**config.mk**
```make
export PLATFORM = sky130hd
export DESIGN_NAME = rig_ctrl
export DESIGN_NICKNAME = d
export VERILOG_FILES = /design/src/rtl/rig_pkg.sv /design/src/rtl/rig_ctrl.sv
export SDC_FILE = /design/constraint.sdc
export NUM_CORES = 1
export LEC_CHECK = 0
export BUFFER_PORTS_ARGS = -buffer_cell sky130_fd_sc_hd__buf_2
export CAP_MARGIN = 20
export CORE_AREA = 2 2 39 41
export DETAILED_ROUTE_END_ITERATION = 6
export DIE_AREA = 0 0 41 43
export PLACE_DENSITY = 0.45
export RECOVER_POWER = 25
export SYNTH_ARGS = -nofsm -noshare
export SYNTH_HDL_FRONTEND = slang
export SYNTH_SLANG_ARGS = --single-unit
```
**constraint.sdc**
```tcl
create_clock -name clk -period 1.35 [get_ports clk]
set_input_delay 0.0675 -clock clk [delete_from_list [all_inputs] [get_ports clk]]
set_output_delay 0.0675 -clock clk [all_outputs]
set_load 0.05 [all_outputs]
```
**src/rtl/rig_pkg.sv**
```systemverilog
// Shared types and constants of the resample index generator.
// No dependencies; every other file of the block imports this package.
package rig_pkg;

	localparam int RIG_MAX_SAMPLES_DEF = 1024;

	localparam int RIG_FRAC_W     = 32;
	localparam int RIG_COUNT_W    = 11;
	localparam int RIG_RATIO_W    = 17;
	localparam int RIG_RATIO_FRAC = 16;
	localparam int RIG_IDX_W      = 10;
	localparam int RIG_CFG_IDX_W  = 2;
	localparam int RIG_CFG_DATA_W = 17;

	// register indexes of the configuration port
	localparam logic [RIG_CFG_IDX_W-1:0] RIG_REG_MODE  = 2'd0;
	localparam logic [RIG_CFG_IDX_W-1:0] RIG_REG_COUNT = 2'd1;
	localparam logic [RIG_CFG_IDX_W-1:0] RIG_REG_RATIO = 2'd2;

	localparam logic                    RIG_MODE_BOOT  = 1'b0;
	localparam logic                    RIG_MODE_JACK  = 1'b1;
	localparam logic [RIG_COUNT_W-1:0]  RIG_COUNT_RST  = 11'd1024;
	localparam logic [RIG_RATIO_W-1:0]  RIG_RATIO_RST  = 17'd32768;
	localparam logic [RIG_RATIO_W-1:0]  RIG_RATIO_ONE  = 17'd65536;

	typedef struct packed {
		logic ready;      // draw channel open
		logic accept;     // draw transfer this cycle
		logic sweep;      // write one identity entry
		logic mul;        // form the draw product
		logic rd;         // read table at pick and draw position
		logic wr1;        // write table at pick
		logic wr2;        // write table at draw position
		logic load_boot;  // load result from the product
		logic load_jack;  // load result from the table
	} rig_cmd_t;

	typedef struct packed {
		logic run_over;   // draw counter at or past the run total
		logic sweep_last; // current sweep entry is the last dirty one
		logic clean_zero; // no table entry dirtied since the last reload
		logic jack;       // jackknife mode
		logic out_free;   // result register can take a new result
	} rig_sts_t;

endpackage

```
**src/rtl/rig_ctrl.sv**
```systemverilog
// Sequencer of the resample index generator: steps each draw through a restart
// sweep when due, multiply and, in jackknife mode, table read and table writes. Depends on rig_pkg.
module rig_ctrl (
	input  logic              clk,
	input  logic              arst_n,
	input  logic              in_valid,
	input  logic              new_run,
	input  rig_pkg::rig_sts_t sts,
	output rig_pkg::rig_cmd_t cmd
);
	import rig_pkg::*;

	localparam logic [2:0] S_INIT  = 3'd0;
	localparam logic [2:0] S_IDLE  = 3'd1;
	localparam logic [2:0] S_SWEEP = 3'd2;
	localparam logic [2:0] S_MUL   = 3'd3;
	localparam logic [2:0] S_RD    = 3'd4;
	localparam logic [2:0] S_WR1   = 3'd5;
	localparam logic [2:0] S_WR2   = 3'd6;

	logic [2:0] state_q;
	logic [2:0] state_d;

	always_comb begin
		cmd     = '0;
		state_d = state_q;
		case (state_q)
			S_INIT: begin
				cmd.sweep = 1'b1;
				if (sts.sweep_last) state_d = S_IDLE;
			end
			S_IDLE: begin
				cmd.ready = 1'b1;
				if (in_valid) begin
					cmd.accept = 1'b1;
					state_d = (new_run && !sts.clean_zero) ? S_SWEEP : S_MUL;
				end
			end
			S_SWEEP: begin
				cmd.sweep = 1'b1;
				if (sts.sweep_last) state_d = S_MUL;
			end
			S_MUL: begin
				// finished run: drop the draw
				if (sts.run_over) begin
					state_d = S_IDLE;
				end else begin
					cmd.mul = 1'b1;
					state_d = S_RD;
				end
			end
			S_RD: begin
				if (sts.jack) begin
					cmd.rd  = 1'b1;
					state_d = S_WR1;
				end else if (sts.out_free) begin
					cmd.load_boot = 1'b1;
					state_d = S_IDLE;
				end
			end
			S_WR1: begin
				// hold the swap until the result register frees up
				if (sts.out_free) begin
					cmd.wr1       = 1'b1;
					cmd.load_jack = 1'b1;
					state_d = S_WR2;
				end
			end
			S_WR2: begin
				cmd.wr2 = 1'b1;
				state_d = S_IDLE;
			end
			default: begin
				state_d = S_IDLE;
			end
		endcase
	end

	always_ff @(posedge clk or negedge arst_n) begin
		if (!arst_n) begin
			state_q <= S_INIT;
		end else begin
			state_q <= state_d;
		end
	end

endmodule

```
==> summary.md <==
Of the cells placed in the final design, the portion with a size suffix greater than 1 is 58.2%. Before antenna repair, the detailed router went through 2 iterations. For this design, the slowest cell found on the critical path is dfrtp_1. In this run the static leakage power is 0.220 nW. The number of global-route vias before repair was 280; the final period utilization was 98.0%. Clock latency on the worst-skew pair, taken at its later pin, is 0.23 ns. After filler insertion, the fill cell instance count of the layout stands at 152. The run gives 0 as the number of max-capacitance violations reported. Along the worst path, the maximum fanout reaches 6. The tools report the clock sink count as 3. The run finished with clean final reports. The worst setup path is of the reg -> out kind.

For the number of buffers created by CTS, the log shows 3. Wire length of the first global-routing pass: 1270 µm. At the end of the flow the core is filled with cells to 34.0%. Detailed routing inserted a total of 299 vias. Setup repair after global routing could not meet its margin everywhere.

The path class of the tightest hold or removal check is in -> async. The final critical path time including I/O delays and setup was 1.32 ns. Setup total negative slack on the finished layout was measured at 0 ns. For the level count of the clock H-tree, the log shows 1. For this configuration, the core starts out at a cell density of 19.2%. The floorplan die width is 41 µm. The maximum cell stage delay along the critical path is 0.47 ns, and the power density over the cells is 2440 mW/mm². The average wire length per cell after detail routing came out at 10.8 µm.

The run gives 194 µm² as the area occupied by multi-input gates. After detailed routing, the total wire length is 769 µm. Across the VDD grid, the largest voltage drop is 0.640 mV. Worst-case clock buffer depth: 2.

The run gives 4 as the initial DRC count. After synthesis, the netlist uses 18 different library cells. Including well taps, the total number of placed cells is 64. For the count of standard-cell rows, the log shows 14. In the post-synthesis netlist, the biggest area contributors are dfrtp_1 (28%), nor3b_1 (8.5%), nor2_1 (7.1%), o22ai_1 (7.1%), a221oi_2 (5.7%).

Across the routed clock network, the largest skew measured is 0.00373 ns. The number of buffers and inverters on the critical path is 2. The arrival time of data at the critical path endpoint was 1.26 ns.

Critical path capture point type: an output pin. The logs give 71 for the post-layout instance count excluding filler cells and 0.703 for the placer's final routability congestion estimate. For the pin count of the biggest net entering global routing, the log shows 13. For this run, the top clock speed supported by timing is 0.756 GHz.

Type of origin of the critical path: a flop. The via-per-instance ratio is 4.21, and the initial antenna violation count is 0. The most area-hungry cell type in the Yosys netlist is dfrtp_1. For the worst flop-to-flop path, the logic depth is 4. The largest registers in the layout are state_q x3. CTS placed an instance of clkbuf_4 at the clock tree root. TritonCTS built the clock tree. The count of buffers added on input and output ports is 17. The die covers 0.00176 mm². Setup violations remaining at the end of the flow were counted as 0.

The measured slew at the worst slew-check pin is 0.305 ns, and the total area of sequential cells is 77.6 µm². The core region is 0.00138 mm². The area share of the leading cell type in the synthesized netlist was 28.3%; the height of the die was 43 µm. For this design the top-level I/O count stands at 18. For the number of slew-limit violations in the final report, the log shows 0. The worst pin sits at a relative slew slack of 79.4%.

Summing the sequential cell areas from Yosys gives 28.3% of the chip area. The critical path crosses 3 cells after its start point. The area growth from synthesis to layout is 77.4%. Count of mapped cells out of synthesis: 33.

The final-layout worst hold slack was 0.167 ns; the number of hold-slack violations in the final timing report was 0. The signal on the critical path passes through inv_1, and3_1, clkbuf_4. Register bit total from synthesis: 3.

The register with the most flip-flops in the layout has 3 of them. Total track usage: 11.0%. For this run, design rule violations remaining after detail routing come to 0.

After synthesis the cells add up to 265 µm². When the netlist entered floorplanning its net count stood at 42. After global routing the overflow that remains totals 0.

After clock tree synthesis, the clock-pin slew on the worst setup and hold paths is 0.04 ns. The placed wire-length estimate after detailed placement was 556 µm; the total number of yosys warnings was 0. 0 antenna diodes ended up in the layout. The endpoint required time on the critical path was 1.28 ns.

The family with the most delay on the worst path was flip-flops. The remaining antenna violation count after routing came out at 0. The mean area per synthesized cell came out at 8.04 µm². The final net count was 65. Largest register by flop count: state_q.
==> synthesized netlist by cell type (all sizes together) <==
library cell	n
dfrtp	3
nor4b	1
o22ai	3
a221oi	1
nand2b	2
nor2	5
o21ai	1
nor3b	3
mux2i	1
nor2b	1
inv	2
a21boi	1
and3	2
o21a	1
buf	3
nand2	3
==> what timing repair did <==
| action | CTS | global route |
|---|---|---|
| resized for setup | 10 | 8 |
| hold endpoints to repair | 3 | 0 |
| endpoints found under the setup margin | 7 | 8 |
| buffers inserted | 0 | 2 |
| hold buffers | 1 | 0 |
| pin swaps | 1 | 1 |
| gates cloned | 0 | 0 |
==> power breakdown <==
| part | leakage [nW] | switching [mW] | internal (mW) |
|---|---|---|---|
| Combinational | 0.170 | 0.480 | 0.281 |
| Clock | 0.0150 | 0.0448 | 0.111 |
| Sequential | 0.0343 | 0.0958 | 0.137 |
| Total | 0.220 | 0.620 | 0.529 |
==> routing by layer <==
metal	share of wire [%]	wire, µm	vias up	GRT usage, %
met4	0	0	0	6.00
met3	6.4	49	0	6.81
met1	45	344	131	14.2
met2	49	375	11	13.4
met5	0	0	-	0
li1	-	-	157	-
==> final timing paths <==
kind | from | to | slack (ns)
hold reg to reg | state_q[2] | state_q[2] | 0.70
hold / removal | arst_n | state_q[2] | 0.17
setup / recovery | state_q[0] | cmd[2] | 0.03
max in group asynchronous | arst_n | state_q[1] | 1.02
setup reg to reg | state_q[2] | state_q[0] | 0.10
min in group clk | sts[3] | state_q[0] | 0.18
==> cell type report <==
| class | count | area share [%] |
|---|---|---|
| multi-input combinational | 25 | 41.2 |
| timing repair buffer | 21 | 30.9 |
| sequential | 3 | 16.5 |
| clock buffer | 4 | 5.59 |
| tap | 16 | 4.26 |
| inverter | 2 | 1.60 |
==> through the flow <==
step | total power, mW | setup slack, ns | area [µm²]
2_1_floorplan | 0.763 | -0.0961 | 288
3_3_place_gp | 0.871 | 0.0920 | 374
3_5_place_dp | 0.867 | 0.0935 | 374
4_1_cts | 1.09 | 0.0145 | 440
5_1_grt | 1.24 | -0.0378 | 470
6_report | 1.15 | 0.0272 | 470
==> cell families (layout without fill, tap and decap cells) <==
group                  Yosys count  in the layout  share of synthesized area [%]
AND/OR/NAND/NOR                 17             17                           34.9
AO/OA/AOI/OAI                    7              7                           20.3
buffers and inverters            5             27                           12.7
flip-flops                       3              3                           28.3
multiplexers                     1              1                           3.77
==> placed cells by master, fill, tap and decap left out, types with 2 or more instances in the layout <==
cell type / n
nand2_1: 2
and3_1: 2
buf_6: 3
buf_2: 9
o22ai_1: 3
nor3b_2: 3
clkbuf_4: 5
clkbuf_1: 2
dfrtp_2: 2
buf_4: 5
nor2_1: 4
Note: power is estimated with default switching activity, not from simulation.
